**config.mk**
```make
export PLATFORM = sky130hd
export DESIGN_NAME = modem_frame_deframer_flat
export DESIGN_NICKNAME = d
export VERILOG_FILES = /design/src/hdl/mfd_pkg.sv /design/src/hdl/mfd_if.sv /design/src/hdl/modem_frame_deframer.sv /design/src/flat_wrapper.sv
export SDC_FILE = /design/constraint.sdc
export NUM_CORES = 1
export LEC_CHECK = 0
export ABC_AREA = 1
export BUFFER_PORTS_ARGS = -buffer_cell sky130_fd_sc_hd__clkbuf_2
export CORE_MARGIN = 5
export CORE_UTILIZATION = 42
export DETAILED_ROUTE_END_ITERATION = 8
export GPL_TIMING_DRIVEN = 0
export SYNTH_ARGS = -nofsm -noshare
export SYNTH_HDL_FRONTEND = slang
export SYNTH_SLANG_ARGS = --single-unit
```
**constraint.sdc**
```tcl
create_clock -name clk -period 4.5 [get_ports clk]
set_clock_uncertainty 0.1 [all_clocks]
set_input_delay 0.225 -clock clk [delete_from_list [all_inputs] [get_ports clk]]
set_output_delay 0.225 -clock clk [all_outputs]
set_load 0.01 [all_outputs]
```
**src/hdl/mfd_pkg.sv**
```systemverilog
package mfd_pkg;

  // Start-of-frame marker.
  localparam logic [7:0] START_BYTE = 8'h40;

  // Idle ticks allowed while hunting, after reset.
  localparam logic [15:0] WAIT_LIMIT_RST = 16'd1000;

  // Input word opcodes.
  localparam logic OP_BYTE = 1'b0;
  localparam logic OP_TICK = 1'b1;

  // Where the deframer stands within a frame.
  typedef enum logic [3:0] {
    PH_HUNT    = 4'd0,
    PH_XID     = 4'd1,
    PH_TYPE    = 4'd2,
    PH_COUNT   = 4'd3,
    PH_SUBSYS  = 4'd4,
    PH_FIELD   = 4'd5,
    PH_LENHI   = 4'd6,
    PH_LENLO   = 4'd7,
    PH_PAYLOAD = 4'd8
  } phase_t;

  // Classification of one reported byte.
  typedef enum logic [3:0] {
    KIND_START   = 4'd0,
    KIND_XID     = 4'd1,
    KIND_TYPE    = 4'd2,
    KIND_COUNT   = 4'd3,
    KIND_SUBSYS  = 4'd4,
    KIND_FIELD   = 4'd5,
    KIND_LENHI   = 4'd6,
    KIND_LENLO   = 4'd7,
    KIND_PAYLOAD = 4'd8
  } kind_t;

  // Error reported with a word.
  typedef enum logic [1:0] {
    ERR_NONE    = 2'd0,
    ERR_TIMEOUT = 2'd1,
    ERR_COUNT   = 2'd2,
    ERR_LENGTH  = 2'd3
  } err_t;

endpackage

```
**src/hdl/mfd_if.sv**
```systemverilog
// Input channel: received bytes and idle ticks.
interface mfd_in_if;
  logic       valid;
  logic       ready;
  logic       opcode;
  logic [7:0] rx_byte;

  modport source (output valid, output opcode, output rx_byte, input ready);
  modport sink   (input valid, input opcode, input rx_byte, output ready);
endinterface

// Output channel: classified frame bytes and error reports.
interface mfd_out_if;
  logic       valid;
  logic       ready;
  logic [3:0] kind;
  logic [7:0] value;
  logic [3:0] param_index;
  logic       frame_last;
  logic [1:0] error_code;

  modport source (output valid, output kind, output value, output param_index,
                  output frame_last, output error_code, input ready);
  modport sink   (input valid, input kind, input value, input param_index,
                  input frame_last, input error_code, output ready);
endinterface

```
**src/hdl/modem_frame_deframer.sv**
```systemverilog
// A word accepted at a clock edge has its result word, if any, loaded into the output register at that edge.
// Throughput: one input word per cycle, set by the frame state machine
// feeding one output register; input stalls only while that register is held.
// Reset (rst, synchronous, active high) returns the deframer to hunting for the
// start byte, clears all counters, drops the output and sets wait_limit to 1000.
module modem_frame_deframer #(
  parameter int MAX_PARAMS  = 16,
  parameter int MAX_MSG_LEN = 256
) (
  input  logic        clk,
  input  logic        rst,
  mfd_in_if.sink      rx,
  mfd_out_if.source   res,
  input  logic        cfg_we,
  input  logic [15:0] cfg_wdata
);
  import mfd_pkg::*;

  localparam int PW = $clog2(MAX_PARAMS + 1);
  localparam int LW = $clog2(MAX_MSG_LEN + 1);
  localparam logic [8:0]  MaxParamsC = 9'(MAX_PARAMS);
  localparam logic [16:0] MaxLenC    = 17'(MAX_MSG_LEN);

  // Frame state.
  phase_t        phase, phase_next;
  logic [PW-1:0] params_left, params_left_next;
  logic [3:0]    current_param, current_param_next;
  logic [LW-1:0] payload_left, payload_left_next;
  logic [7:0]    length_high, length_high_next;
  logic [15:0]   idle_ticks, idle_ticks_next;
  logic [15:0]   wait_limit;

  // Result of the word being accepted.
  logic       emit;
  kind_t      kind_next;
  logic [3:0] pidx_next;
  logic       last_next;
  err_t       err_next;

  logic        accept;
  logic [15:0] len;
  logic        param_done;

  assign rx.ready = !res.valid || res.ready;
  assign accept   = rx.valid && rx.ready;
  assign len      = {length_high, rx.rx_byte};
  assign param_done = (params_left <= PW'(1));

  // Next state and result for one word.
  always_comb begin
    phase_next         = phase;
    params_left_next   = params_left;
    current_param_next = current_param;
    payload_left_next  = payload_left;
    length_high_next   = length_high;
    idle_ticks_next    = idle_ticks;
    emit      = 1'b0;
    kind_next = KIND_START;
    pidx_next = current_param;
    last_next = 1'b0;
    err_next  = ERR_NONE;

    if (rx.opcode == OP_TICK) begin
      // Idle ticks only count while hunting.
      if (phase == PH_HUNT) begin
        if (idle_ticks >= wait_limit) begin
          idle_ticks_next = '0;
          emit      = 1'b1;
          pidx_next = '0;
          err_next  = ERR_TIMEOUT;
        end else begin
          idle_ticks_next = idle_ticks + 16'd1;
        end
      end
    end else begin
      case (phase)
        PH_XID: begin
          phase_next = PH_TYPE;
          emit       = 1'b1;
          kind_next  = KIND_XID;
          pidx_next  = '0;
        end
        PH_TYPE: begin
          phase_next = PH_COUNT;
          emit       = 1'b1;
          kind_next  = KIND_TYPE;
          pidx_next  = '0;
        end
        PH_COUNT: begin
          current_param_next = '0;
          emit      = 1'b1;
          kind_next = KIND_COUNT;
          pidx_next = '0;
          if ({1'b0, rx.rx_byte} > MaxParamsC) begin
            phase_next       = PH_HUNT;
            params_left_next = '0;
            err_next         = ERR_COUNT;
          end else if (rx.rx_byte == 8'd0) begin
            phase_next       = PH_HUNT;
            params_left_next = '0;
            last_next        = 1'b1;
          end else begin
            params_left_next = PW'(rx.rx_byte);
            phase_next       = PH_SUBSYS;
          end
        end
        PH_SUBSYS: begin
          phase_next = PH_FIELD;
          emit       = 1'b1;
          kind_next  = KIND_SUBSYS;
        end
        PH_FIELD: begin
          phase_next = PH_LENHI;
          emit       = 1'b1;
          kind_next  = KIND_FIELD;
        end
        PH_LENHI: begin
          length_high_next = rx.rx_byte;
          phase_next       = PH_LENLO;
          emit             = 1'b1;
          kind_next        = KIND_LENHI;
        end
        PH_LENLO: begin
          emit      = 1'b1;
          kind_next = KIND_LENLO;
          if ({1'b0, len} > MaxLenC) begin
            phase_next         = PH_HUNT;
            params_left_next   = '0;
            current_param_next = '0;
            err_next           = ERR_LENGTH;
          end else if (len == 16'd0) begin
            // Empty parameter: it ends here.
            last_next = param_done;
            if (params_left != '0) params_left_next = params_left - PW'(1);
            if (param_done) begin
              phase_next         = PH_HUNT;
              current_param_next = '0;
            end else begin
              phase_next         = PH_SUBSYS;
              current_param_next = current_param + 4'd1;
            end
          end else begin
            payload_left_next = LW'(len);
            phase_next        = PH_PAYLOAD;
          end
        end
        PH_PAYLOAD: begin
          emit      = 1'b1;
          kind_next = KIND_PAYLOAD;
          if (payload_left != '0) payload_left_next = payload_left - LW'(1);
          if (payload_left <= LW'(1)) begin
            // Last payload byte closes the parameter.
            last_next = param_done;
            if (params_left != '0) params_left_next = params_left - PW'(1);
            if (param_done) begin
              phase_next         = PH_HUNT;
              current_param_next = '0;
            end else begin
              phase_next         = PH_SUBSYS;
              current_param_next = current_param + 4'd1;
            end
          end
        end
        default: begin
          // Hunting: only the start byte opens a frame.
          phase_next = PH_HUNT;
          if (rx.rx_byte == START_BYTE) begin
            idle_ticks_next = '0;
            phase_next      = PH_XID;
            emit            = 1'b1;
            kind_next       = KIND_START;
            pidx_next       = '0;
          end
        end
      endcase
    end
  end

  // Frame state and configuration register.
  always_ff @(posedge clk) begin
    if (rst) begin
      phase         <= PH_HUNT;
      params_left   <= '0;
      current_param <= '0;
      payload_left  <= '0;
      length_high   <= '0;
      idle_ticks    <= '0;
      wait_limit    <= WAIT_LIMIT_RST;
    end else begin
      if (accept) begin
        phase         <= phase_next;
        params_left   <= params_left_next;
        current_param <= current_param_next;
        payload_left  <= payload_left_next;
        length_high   <= length_high_next;
        idle_ticks    <= idle_ticks_next;
      end
      if (cfg_we) wait_limit <= cfg_wdata;
    end
  end

  // Output register: valid flag.
  always_ff @(posedge clk) begin
    if (rst) begin
      res.valid <= 1'b0;
    end else if (accept) begin
      res.valid <= emit;
    end else if (res.ready) begin
      res.valid <= 1'b0;
    end
  end

  // Output register: payload.
  always_ff @(posedge clk) begin
    if (accept) begin
      res.kind        <= kind_next;
      res.value       <= (err_next == ERR_TIMEOUT) ? 8'd0 : rx.rx_byte;
      res.param_index <= pidx_next;
      res.frame_last  <= last_next;
      res.error_code  <= err_next;
    end
  end

`ifndef SYNTH
  // A word that ends a frame or reports an error leaves the deframer hunting.
  a_end_hunts: assert property (@(posedge clk) disable iff (rst)
    (res.valid && (res.frame_last || res.error_code != ERR_NONE)) |-> (phase == PH_HUNT))
    else $error("deframer not hunting after frame end or error");

  // Inside the parameter section at least one parameter is still open.
  a_params_open: assert property (@(posedge clk) disable iff (rst)
    (phase == PH_SUBSYS || phase == PH_FIELD || phase == PH_LENHI ||
     phase == PH_LENLO || phase == PH_PAYLOAD) |-> (params_left != '0))
    else $error("parameter section entered with no parameters left");

  // Payload phase always has bytes left to take.
  a_payload_left: assert property (@(posedge clk) disable iff (rst)
    (phase == PH_PAYLOAD) |-> (payload_left != '0))
    else $error("payload phase with zero bytes left");

  // A frame end word never carries an error.
  a_last_clean: assert property (@(posedge clk) disable iff (rst)
    (res.valid && res.frame_last) |-> (res.error_code == ERR_NONE))
    else $error("frame end word carries an error");
`endif

endmodule

```
**src/flat_wrapper.sv**
```systemverilog
// flat-port wrapper written by rule: the top's interface ports become plain ports
module modem_frame_deframer_flat import mfd_pkg::*;
#(
  parameter int MAX_PARAMS  = 16,
  parameter int MAX_MSG_LEN = 256
)
  (clk, rst, cfg_we, cfg_wdata, rx_valid, rx_opcode, rx_rx_byte, rx_ready, res_valid, res_kind, res_value, res_param_index, res_frame_last, res_error_code, res_ready);
  mfd_in_if rx_i ();
  mfd_out_if res_i ();
  input  logic clk;
  input  logic rst;
  input  logic cfg_we;
  input  logic [15:0] cfg_wdata;
  input wire logic [$bits(rx_i.valid)-1:0] rx_valid;
  input wire logic [$bits(rx_i.opcode)-1:0] rx_opcode;
  input wire logic [$bits(rx_i.rx_byte)-1:0] rx_rx_byte;
  output wire logic [$bits(rx_i.ready)-1:0] rx_ready;
  output wire logic [$bits(res_i.valid)-1:0] res_valid;
  output wire logic [$bits(res_i.kind)-1:0] res_kind;
  output wire logic [$bits(res_i.value)-1:0] res_value;
  output wire logic [$bits(res_i.param_index)-1:0] res_param_index;
  output wire logic [$bits(res_i.frame_last)-1:0] res_frame_last;
  output wire logic [$bits(res_i.error_code)-1:0] res_error_code;
  input wire logic [$bits(res_i.ready)-1:0] res_ready;
  assign rx_i.valid = rx_valid;
  assign rx_i.opcode = rx_opcode;
  assign rx_i.rx_byte = rx_rx_byte;
  assign rx_ready = rx_i.ready;
  assign res_valid = res_i.valid;
  assign res_kind = res_i.kind;
  assign res_value = res_i.value;
  assign res_param_index = res_i.param_index;
  assign res_frame_last = res_i.frame_last;
  assign res_error_code = res_i.error_code;
  assign res_i.ready = res_ready;
  modem_frame_deframer #(.MAX_PARAMS(MAX_PARAMS), .MAX_MSG_LEN(MAX_MSG_LEN)) u_core (.clk(clk), .rst(rst), .rx(rx_i), .res(res_i), .cfg_we(cfg_we), .cfg_wdata(cfg_wdata));
endmodule
```
* Word level (Yosys, flattened, before mapping)
Cells that the tools add are included.
** Cells by class
- Add/subtract/negate cells :: 4
- Magnitude comparators :: 5
- Equality and inequality tests :: 17
- Muxes and demuxes :: 54
- Bitwise logic cells :: 1
- Reductions and logical operators :: 20
** Operator list (count)
- $mux W16 :: 5
- $pmux W4 S8 :: 2
- $mux W4 :: 12
- $mux W5 :: 6
- $mux W9 :: 3
- $pmux W9 S2 :: 1
- $add A16 B1 Y16 const B :: 1
- $eq A4 B3 Y1 const B :: 4
- $ge A16 B16 Y1 :: 1
- $gt A16 B9 Y1 const B :: 1
- $logic_not A16 Y1 :: 1
- $pmux W5 S3 :: 1
- $mux W1 :: 14
- $pmux W4 S3 :: 1
- $le A9 B1 Y1 const B :: 1
- $reduce_bool A9 Y1 :: 1
- $sub A9 B1 Y9 const B :: 1
- $eq A4 B2 Y1 const B :: 2
- $eq A8 B7 Y1 const B :: 1
- $gt A8 B5 Y1 const B :: 1
- $logic_not A8 Y1 :: 1
- $mux W2 :: 4
- $ne A2 B1 Y1 const B :: 4
- $pmux W4 S2 :: 1
- 26 further kinds :: 31
** Word-level totals
- Register bits :: 82
- Input port bits :: 30
- Output and inout bits :: 21
- Logic and storage cells :: 114

* Longest topological paths before layout
Gate-level depths: netlist of the first run.
- Depth after elaboration :: 5
- Gate-level depth with buffers :: 15
- Depth with buffers taken out :: 15

* Worst setup path after synthesis of the first run
Ideal clock, no wire load.
- Path kind :: flip-flop to flip-flop
- From :: register u_core.res.valid
- To :: register u_core.idle_ticks[3]
- Setup time :: 118 ps
- Data arrival time :: 1776 ps
- Data required time :: 4282 ps
- Setup slack :: 2506 ps
- Stages on the path, launching flop included :: 11
- Buffers on the path :: 1
- Period minus slack after synthesis :: 1994 ps
- Path through :: dfxtp_1 nand2_1 nand2_1 inv_1 nand2_1 nand2_1 nand2_1 buf_4 nor2_1 xor2_1 nor2_1
** Between the ends
- Longest elaborated chain between the ends :: 4
** RTL lines
- start, declared :: line mfd_if.sv:22 : modport source (output valid, output kind, output value, output param_index,
- start signal, assigned :: line modem_frame_deframer.sv:207 : res.valid <= emit;
- $logic_not A1 Y1 :: line modem_frame_deframer.sv:44 : assign rx.ready = !res.valid || res.ready;
- $logic_or A1 B1 Y1 :: line modem_frame_deframer.sv:44
- via rx_ready :: line flat_wrapper.sv:17 : output wire logic [$bits(rx_i.ready)-1:0] rx_ready;
- $logic_and A1 B1 Y1 :: line modem_frame_deframer.sv:45 : assign accept = rx.valid && rx.ready;
- via u_core.accept :: line modem_frame_deframer.sv:40 : logic accept;
- $reduce_and A4 Y1 (no line)
- end signal, assigned :: line modem_frame_deframer.sv:196 : idle_ticks <= idle_ticks_next;
- end, declared :: line modem_frame_deframer.sv:30 : logic [15:0] idle_ticks, idle_ticks_next;
The timed path passes the listed nets, and every way through them passes these cells.
A chain may end at the register's enable or synchronous reset.

* Worst setup path in the final report of the first run
- From :: input rx_valid
- To :: register u_core.idle_ticks[15]
** Between the ends
- Longest elaborated chain between the ends :: 2
** RTL lines
- start, declared :: line flat_wrapper.sv:14 : input wire logic [$bits(rx_i.valid)-1:0] rx_valid;
- $logic_and A1 B1 Y1 :: line modem_frame_deframer.sv:45
- via u_core.accept :: line modem_frame_deframer.sv:40
- $reduce_and A4 Y1 (no line)
The timed path passes the listed nets, and every way through them passes these cells.

==> reports/qor.txt, run 1 <==
Worst hold start -> rst
Final Net Count -> 782
Post-synth top area share -> 26.9%
Number of global-route vias before repair -> 3993
Die area -> 13400 um^2
Via count -> 4216
Gpl congestion -> 0.842
Critical Path RT -> 4.65 ns
Clock-pin slew of the registers on the worst-case setup and hold paths -> 0.09 ns
Metal2 WL -> 4690 um
Syn. warnings -> 0
Maximum number of pins on one net before global-route repair -> 21
Die H -> 116 um
Fin cells -> 873
Reg2Reg Depth -> 13
Global Route Usage Sum -> 17.7%
CORE AREA -> 10900 um^2
Synth top cells by count -> nand2_1 (141), nor2_1 (111), inv_1 (89)
Max transition margin -> 53.3%
Top cells by area, synth -> dfxtp_1 (27%), edfxtp_1 (12%), nand2_1 (11%)
H-Tree Level Count -> 3
Hold endpoint -> u_core.wait_limit[7]
Sum of negative setup slack -> 0 ns
# clock sinks -> 82
Crit-path cells -> dlygate4sd3_1 > clkbuf_2 > nand2_1 > inv_1 > nand2_1 > nand2_1 > nand2_1 > inv_2 > nand2_1 > nand2_2 > nor2_1
Dpl ws -> 2.18 ns
CTS tree -> done
Post-synth EDFFs -> 19
Top layer used by detailed routing -> met4
Synth Area in Compound Gates -> 11.7%
Distinct cells, synth -> 35
Total wire length after detailed routing -> 11100 um
R2R Path End -> u_core.res.param_index[3]
RSZ-0062 raised after global routing -> false
WL met3 -> 558 um
PortBufs -> 49
Area of the mapped netlist -> 4700 um^2
Part of the cycle the worst path needs -> 51.7%
Initial antenna violation count -> 0
CTS Buffer Depth -> 2
Min-delay worst type -> in -> reg
Utilization after layout -> 49.8%
VDD IR max -> 0.000167 V
Top Family by Delay on Critical Path -> buffers and inverters
Power Density -> 284 nW/um^2
Slew Limit Fails -> 0
Setup violations, final -> 0
Num CTS Buffers -> 9
Fraction of synthesized area in multiplexers -> 0%
Die span in x -> 116 um
Dominant cell type by area after synthesis -> dfxtp_1
Placed insts -> 849
# diodes -> 0
ANT nets after route -> 0
First-pass GRT wire length -> 18800 um
Via density -> 4.83
Worst reg2reg startpoint -> u_core.idle_ticks[7]
GRT overflow -> 0
Clock Latency Late Sink -> 0.37 ns
Fmax achieved -> 430 MHz
Critical path type -> in -> reg
Leak -> 2.57 nW
I/O pin count -> 51
Met1 wire length -> 5650 um
Final HPWL from detailed placement -> 8610 um
Hold path cells -> 3
Max_cap viols -> 0
Initial core utilization -> 43.1%
Ys flop type -> dfxtp_1
#FFs+latches synth -> 82
Most frequent cell after synthesis -> nand2_1
CP bufs+invs -> 4
Post-Syn Nets -> 714
Min Tclk post-route -> 2.32 ns
Fin. Hold Viols -> 0
Number of detailed-route iterations in the first pass -> 5
Cell mode on critical path -> nand2_1
Simple-gate share of the synthesized area -> 31.1%
CTS root buffer -> clkbuf_8
Least-Margin Pin Slew -> 0.699 ns
Reg2Reg Setup Slack -> 2.19 ns
Worst Setup End Kind -> flop
Crit. path cell count -> 11
Status -> finished, final reports clean
Register area share after synthesis -> 39.0%
Setup ws final -> 2.18 ns
Share of post-route cells with drive strength above 1 -> 13.8%
Adder-cell share of the synthesized area -> 6.39%
Startpoint Class -> input pin
Fin Hold WS -> 0.0310 ns
Crit path max fanout -> 20
Drc violations -> 0
Crit path largest cell delay -> 0.54 ns
WP data arrival -> 2.47 ns
Syn Area/Cell -> 7.12 um^2
Slowest-stage cell, CP -> inv_1
P&R area growth vs syn -> 15.5%
Synth Area in XOR/XNOR -> 2.24%
Mapped Cells -> 660
WL per Instance -> 12.7 um
Number of DRC markers in iteration 0 -> 201
Largest family of logic cells by synthesized area -> simple AND/OR/NAND/NOR gates
FP Rows -> 38
Asr flop ratio synth -> 0%
[state kept, by name, summed over array words and instances, names as in the netlist]
register                count
u_core.res.kind             4
u_core.phase                4
u_core.length_high          8
u_core.idle_ticks          16
u_core.res.error_code       2
u_core.res.frame_last       1
u_core.payload_left         9
u_core.res.value            8
u_core.res.param_index      4
u_core.params_left          5
u_core.res.valid            1
u_core.current_param        4
u_core.wait_limit          16
[worst reg2reg max path: stages (launching register included)]
cell      delay [ns]
dfxtp_1         0.39
ha_1            0.32
nand2_1         0.05
inv_1           0.06
nand2_1         0.07
nor2_1          0.10
nor2_1          0.04
nand2_1         0.08
nand2_1         0.09
nand2_1         0.11
nand2_1         0.11
inv_1           0.10
clkbuf_1        0.34
nor2_1          0.09
[worst max path at each step]
| stage | from | endpoint | slack [ns] |
|---|---|---|---|
| after floorplan | u_core.res.valid | u_core.idle_ticks[3] | 2.51 |
| after global routing | u_core.idle_ticks[7] | u_core.res.value[7] | 1.91 |
| after detailed placement | u_core.idle_ticks[7] | u_core.res.value[7] | 2.18 |
| after CTS | rx_valid | u_core.idle_ticks[15] | 2.16 |
| after global placement | u_core.idle_ticks[7] | u_core.res.param_index[3] | 2.21 |
| final | rx_valid | u_core.idle_ticks[15] | 2.18 |
[per-layer routing]
layer	vias to the layer above	global-route usage [%]
met5	-	0
met4	0	6.88
met3	13	2.92
met2	100	27.1
met1	1859	25.1
li1	2244	-
[report_power, final]
group	internal, mW	leakage [nW]	switching (mW)
combinational	0.0498	1.75	0.0901
sequential	0.774	0.704	0.00767
clock	0.329	0.114	0.290
total	1.15	2.57	0.387
[final cells by class]
cell class / instances / area (um^2)
multi-input cells: 468 / 2420
clock inverters: 6 / 90.1
inverters: 93 / 349
repair buffers: 57 / 325
flip-flops and latches: 82 / 1830
plain buffers: 17 / 97.6
clock buffers: 10 / 138
well taps: 140 / 175
fillers: 1102 / 5460
[kinds of logic after synthesis]
family | count (synthesis)
XOR/XNOR | 12
AO/OA/AOI/OAI | 102
adder cells (fa/ha/maj) | 24
buffers and inverters | 110
flip-flops | 82
AND/OR/NAND/NOR | 330
[layout by cell type, fill, tap and decap left out, drive strengths merged, types with 12 or more instances in the layout]
cell / n
clkbuf: 68
o21ai: 52
nand3: 35
nand2: 151
ha: 24
a21oi: 41
inv: 93
nor3: 12
nor2: 117
edfxtp: 19
dfxtp: 63
[per-stage QoR]
| stage | power [mW] | area [um^2] |
|---|---|---|
| 4_1_cts | 1.55 | 5430 |
| 2_1_floorplan | 0.882 | 4700 |
| 5_1_grt | 1.61 | 5430 |
| 6_report | 1.54 | 5430 |
| 3_3_place_gp | 0.932 | 5120 |
| 3_5_place_dp | 0.935 | 5120 |
[timing repair]
item                                   CTS  global route
endpoints found under the hold margin    8             0
gates resized for setup                  0             0
hold buffers                             8             0
setup buffers                            0             0
(Power assumes the default switching activity.)
==> run 2: changes to the inputs <==
Clock period 4.5 ns to 2.1 ns, I/O delays scaled along.
==> reports/qor.txt, run 2 (same netlist as run 1, synthesis figures left out) <==
PortBufs -> 49 (unchanged)
# diodes -> 0 (unchanged)
WP data arrival -> 1.97 ns (-0.50 ns)
Hold path cells -> 3 (unchanged)
Met2 Use GR -> 28.5% (+1.5 points)
I/O pin count -> 51 (unchanged)
Global Route Usage Sum -> 18.2% (+0.51 points)
Crit-path cells -> ha_1 > nand2_1 > inv_1 > nand2_1 > nor2_1 > nor2_1 > nand2_1 > nand2_1 > nand2_2 > nand2_2 > inv_2 > buf_6 > nor2_1
Die H -> 116 um (unchanged)
Fmax achieved -> 515 MHz
Most Crowded Layer GR -> met2
Max_cap viols -> 0 (unchanged)
Reg2Reg Setup Slack -> 0.16 ns (-2.03 ns)
Die area -> 13400 um^2 (unchanged)
Die span in x -> 116 um (unchanged)
WL per Instance -> 12.7 um (-0.42%)
CTS root buffer -> clkbuf_8
Status -> finished, final reports clean
Clock Latency Late Sink -> 0.37 ns (about the same)
Number of DRC markers in iteration 0 -> 203 (+1.0%)
Via count -> 4296 (+1.9%)
Min-delay worst type -> in -> reg
Reg2Reg Depth -> 13 (unchanged)
Part of the cycle the worst path needs -> 92.5%
Gpl congestion -> 0.842 (unchanged)
Hold endpoint -> u_core.length_high[4]
Grt met1 use -> 25.4% (+0.26 points)
Met3 Use GR -> 2.92% (unchanged)
R2R Path End -> u_core.res.value[7]
First-pass GRT wire length -> 19300 um (+2.8%)
Least-Margin Pin Slew -> 0.681 ns (-0.0181 ns)
Initial core utilization -> 43.1% (unchanged)
Share of post-route cells with drive strength above 1 -> 14.7% (+0.96 points)
FP Rows -> 38 (unchanged)
Num CTS Buffers -> 9 (unchanged)
Crit path max fanout -> 10 (-50%)
Number of fill cells -> 1077 (-2.3%)
Max transition margin -> 54.6% (+1.3 points)
CORE AREA -> 10900 um^2 (unchanged)
Number of global-route vias before repair -> 4126 (+3.3%)
Drc violations -> 0 (unchanged)
Power Density -> 590 nW/um^2 (+110%)
Worst Setup End Kind -> flop
Slew Limit Fails -> 0 (unchanged)
VDD IR max -> 0.000358 V (+110%)
Critical path type -> reg -> reg
Final Net Count -> 802 (+2.6%)
RSZ-0062 raised after global routing -> true
CTS Buffer Depth -> 2 (unchanged)
GRT overflow -> 0 (unchanged)
Slowest-stage cell, CP -> dfxtp_2
Min Tclk post-route -> 1.94 ns
Setup violations, final -> 0 (unchanged)
Clock-pin slew of the registers on the worst-case setup and hold paths -> 0.09 ns (about the same)
H-Tree Level Count -> 3 (unchanged)
Startpoint Class -> flop
Final HPWL from detailed placement -> 8610 um (unchanged)
CTS tree -> done
Maximum number of pins on one net before global-route repair -> 15 (-29%)
Most frequent cells in the layout -> nand2_1 (139), nor2_1 (109), inv_1 (87)
# clock sinks -> 82 (unchanged)
Fin Hold WS -> 0.00776 ns (-0.0232 ns)
Via density -> 4.81 (-0.38%)
Worst reg2reg startpoint -> u_core.idle_ticks[7]
Largest regs -> u_core.idle_ticks x16, u_core.wait_limit x16, u_core.payload_left x9
P&R area growth vs syn -> 20.2%
Number of detailed-route iterations in the first pass -> 5 (unchanged)
Initial antenna violation count -> 0 (unchanged)
Critical Path RT -> 2.12 ns (-2.53 ns)
ANT nets after route -> 0 (unchanged)
Worst hold start -> rx_rx_byte[4]
Fin. Hold Viols -> 0 (unchanged)
Cell mode on critical path -> nand2_1
Leak -> 2.65 nW (+3.2%)
Sum of negative setup slack -> 0 ns (unchanged)
Total wire length after detailed routing -> 11300 um (+1.9%)
Commonest non-fill, non-tap cell in the layout -> nand2_1
Crit path largest cell delay -> 0.37 ns (-0.17 ns)
## run 2: final cells by class
type	instances	area (um^2)	share of cell area, %
inverters	93	353	6.25
multi-input cells	468	2430	43.1
plain buffers	17	105	1.86
flip-flops and latches	82	1830	32.5
repair inverters	1	5.00	0.0887
repair buffers	76	513	9.09
clock inverters	6	90.1	1.60
well taps	140	175	3.10
clock buffers	10	138	2.44
## run 2: report_power, final
group	switching (mW)	leakage, nW	total [mW]	internal (mW)
clock network	0.616	0.114	1.32	0.705
registers	0.0164	0.704	1.67	1.66
logic	0.202	1.83	0.334	0.132
total	0.835	2.65	3.33	2.49
## run 2: worst max-delay path by stage
stage,startpoint,endpoint,slack [ns],cells after the start
2_1_floorplan,u_core.res.valid,u_core.idle_ticks[3],0.11,10
3_3_place_gp,u_core.idle_ticks[7],u_core.res.param_index[3],-0.19,13
3_5_place_dp,u_core.idle_ticks[7],u_core.res.value[7],-0.22,13
4_1_cts,u_core.idle_ticks[7],u_core.res.value[7],0.009,13
5_1_grt,u_core.idle_ticks[7],u_core.res.value[7],-0.02,13
6_report,u_core.idle_ticks[7],u_core.res.value[7],0.16,13
## run 2: worst max-delay path: cells and delay by family (launching register included)
| kind | cells | cell delay, ns |
|---|---|---|
| fa+ha+maj | 1 | 0.30 |
| flops | 1 | 0.37 |
| buf+inv | 3 | 0.27 |
| simple gates | 9 | 0.67 |
## run 2: what timing repair did
action / CTS / global route
pin swaps: 0 / 0
hold buffers: 26 / 0
gates resized for setup: 4 / 8
cloned: 1 / 0
setup endpoints to repair: 24 / 24
setup buffers: 0 / 1
endpoints found under the hold margin: 20 / 0
## run 2: routing by layer
layer	vias to the layer above	wire length (um)
met5	-	0
met4	0	210
met3	15	524
met2	85	4850
met1	1912	5720
li1	2284	-
## run 2: per-stage QoR
stage	power (mW)	worst slack (ns)	std cells	utilization (%)	area [um^2]
2_1_floorplan	1.89	0.106	660	-	4700
3_3_place_gp	2.00	-0.191	849	47.0	5120
3_5_place_dp	2.00	-0.215	849	47.0	5120
4_1_cts	3.36	0.00886	892	51.6	5620
5_1_grt	3.48	-0.0216	893	51.9	5650
6_report	3.33	0.157	893	51.9	5650
==> run 3: changes to the inputs <==
Settings changed: CORE_UTILIZATION 42 to 53, PLACE_DENSITY set to 0.76.
==> reports/qor.txt, run 3 (same netlist as run 1, synthesis figures left out) <==
Status -> finished, final reports clean
ANT nets after route -> 0 (unchanged)
Initial antenna violation count -> 0 (unchanged)
H-Tree Level Count -> 3 (unchanged)
I/O pin count -> 51 (unchanged)
Die span in x -> 104 um (-10%)
Placed insts -> 817 (-3.8%)
PortBufs -> 49 (unchanged)
Worst Setup End Kind -> flop
Total wire length after detailed routing -> 11400 um (+0.72%)
Final Total Pwr -> 3.14 mW (-5.6%)
Min Tclk post-route -> 1.98 ns (+0.0331 ns)
Clock Latency Late Sink -> 0.37 ns (about the same)
Startpoint Class -> flop
Switching Fraction -> 26.6% (+1.5 points)
Die area -> 10800 um^2 (-19%)
Sum of negative setup slack -> 0 ns (unchanged)
Slowest-stage cell, CP -> dfxtp_1
Design Area, Final -> 5620 um^2 (-0.51%)
Reg2Reg Setup Slack -> 0.12 ns (-0.03 ns)
Number of global-route vias before repair -> 4246 (+2.9%)
Sequential share of power -> 53.4% (+3.1 points)
Leak -> 2.66 nW (+0.33%)
Clk pwr share -> 35.6% (-4.1 points)
Clock-pin slew of the registers on the worst-case setup and hold paths -> 0.09 ns (about the same)
Global Route Usage Sum -> 21.4% (+3.1 points)
Part of the cycle the worst path needs -> 94.1% (+1.6 points)
Fin cells -> 866 (-3.0%)
Crit path largest cell delay -> 0.32 ns (-0.05 ns)
CTS Buffer Depth -> 2 (unchanged)
Final HPWL from detailed placement -> 8360 um (-2.9%)
# clock sinks -> 82 (unchanged)
WL per Instance -> 13.1 um (+3.9%)
WP data arrival -> 2.09 ns (+0.12 ns)
Critical path type -> reg -> reg
Initial core utilization -> 54.1% (+11 points)
Crit path from -> u_core.wait_limit[15]
Setup ws final -> 0.124 ns (-0.0331 ns)
Largest regs -> u_core.idle_ticks x16, u_core.wait_limit x16, u_core.payload_left x9
Max_cap viols -> 0 (unchanged)
Least-Margin Pin Slew -> 0.643 ns (-0.0380 ns)
CTS tree -> done
Drc violations -> 0 (unchanged)
CORE AREA -> 8680 um^2 (-20%)
Via density -> 5.19 (+7.8%)
DP Area -> 5080 um^2 (-0.78%)
Via count -> 4493 (+4.6%)
Max transition margin -> 57.1% (+2.5 points)
Crit path max fanout -> 10 (unchanged)
Gpl congestion -> 0.848 (+0.67%)
Worst reg2reg startpoint -> u_core.wait_limit[15]
Combinational Power Share -> 11.1% (+1.1 points)
Crit-path cells -> inv_1 > ha_1 > a21oi_1 > o21ai_0 > nor2_1 > nand2_2 > nand2_2 > inv_2 > clkbuf_8 > nor2_1
Commonest non-fill, non-tap cell in the layout -> nand2_1
Critical Path RT -> 2.22 ns (+0.10 ns)
Number of detailed-route iterations in the first pass -> 5 (unchanged)
Power Density -> 559 nW/um^2 (-5.2%)
Dpl ws -> -0.207 ns (+0.00862 ns)
Final Net Count -> 807 (+0.62%)
Maximum number of pins on one net before global-route repair -> 16 (+1)
Num CTS Buffers -> 9 (unchanged)
# diodes -> 0 (unchanged)
Cell Int Power -> 2.31 mW (-7.6%)
Min-delay worst type -> in -> reg
FP Rows -> 34 (-11%)
Share of post-route cells with drive strength above 1 -> 15.8% (+1.1 points)
Slew Limit Fails -> 0 (unchanged)
Most frequent cells in the layout -> nand2_1 (136), nor2_1 (108), inv_1 (87)
First-pass GRT wire length -> 19300 um (-0.32%)
P&R area growth vs syn -> 19.6%
Worst hold start -> rx_rx_byte[2]
Die H -> 104 um (-10%)
Fin. Hold Viols -> 0 (unchanged)
Setup violations, final -> 0 (unchanged)
Number of DRC markers in iteration 0 -> 291 (+43%)
Hold path cells -> 3 (unchanged)
VDD IR max -> 0.000237 V (-34%)
CTS root buffer -> clkbuf_8
Fmax achieved -> 506 MHz (-1.7%)
Sw Pwr -> 0.836 mW (+0.18%)
Reg2Reg Depth -> 10 (-3)
R2R Path End -> u_core.res.param_index[3]
GRT overflow -> 0 (unchanged)
Hold endpoint -> u_core.length_high[2]
## run 3: changes by cell type in the layout (fill, tap and decap cells not counted), sizes merged
cell	previous run	this run
clkbuf	67	69
clkinv	4	2
buf	10	14
bufinv	2	0
inv	92	94
clkinvlp	2	3
## run 3: what timing repair did
action                                  in CTS  in global routing
resized for setup                            5                 10
hold buffers                                26                  0
pin swaps                                    0                  1
buffers inserted                             0                  6
endpoints found under the setup margin      21                 26
cloned                                       1                  0
hold endpoints to repair                    21                  0
## run 3: layer usage
| metal | global-route usage (%) | part of all wire [%] |
|---|---|---|
| met1 | 27.9 | 46 |
| met2 | 34.4 | 46 |
| met3 | 5.15 | 6.0 |
| met4 | 7.59 | 1.8 |
| met5 | 0 | 0 |
## run 3: worst max path at each step
stage	endpoint	cells past startpoint
2_1_floorplan	u_core.idle_ticks[3]	10
3_3_place_gp	u_core.res.param_index[2]	13
3_5_place_dp	u_core.res.param_index[3]	13
4_1_cts	u_core.res.param_index[3]	13
5_1_grt	u_core.res.param_index[3]	14
6_report	u_core.res.param_index[3]	10
## run 3: through the flow
step	hold slack, ns	utilization (%)
after floorplan	0.105	-
after global placement	0.219	58.5
after detailed placement	0.232	58.5
after CTS	0.00286	63.9
after global routing	0.0336	64.7
final	0.0188	64.7
## run 3: worst max-delay path: cells and delay by family (launching register included)
family / cells / cell delay (ns)
buf+inv: 3 / 0.25
flops: 1 / 0.32
fa+ha+maj: 1 / 0.32
compound gates: 2 / 0.28
simple gates: 4 / 0.56
## run 3: area by class of cell
cell class	instances	area, um^2
sequential	82	1830
fill	731	3060
buffer	17	108
clock buffer	11	153
timing repair buffer	81	551
multi-input combinational	468	2440
tap	108	135
clock inverter	5	36.3
inverter	93	353
timing repair inverter	1	5.00
## run 3: power by group through the flow
stage / sequential (mW) / clock [mW] / combinational [mW]
after floorplan: 1.72 / 0 / 0.170
after global placement: 1.71 / 0 / 0.279
after detailed placement: 1.71 / 0 / 0.288
after CTS: 1.68 / 1.13 / 0.331
after global routing: 1.68 / 1.20 / 0.387
final: 1.68 / 1.12 / 0.347
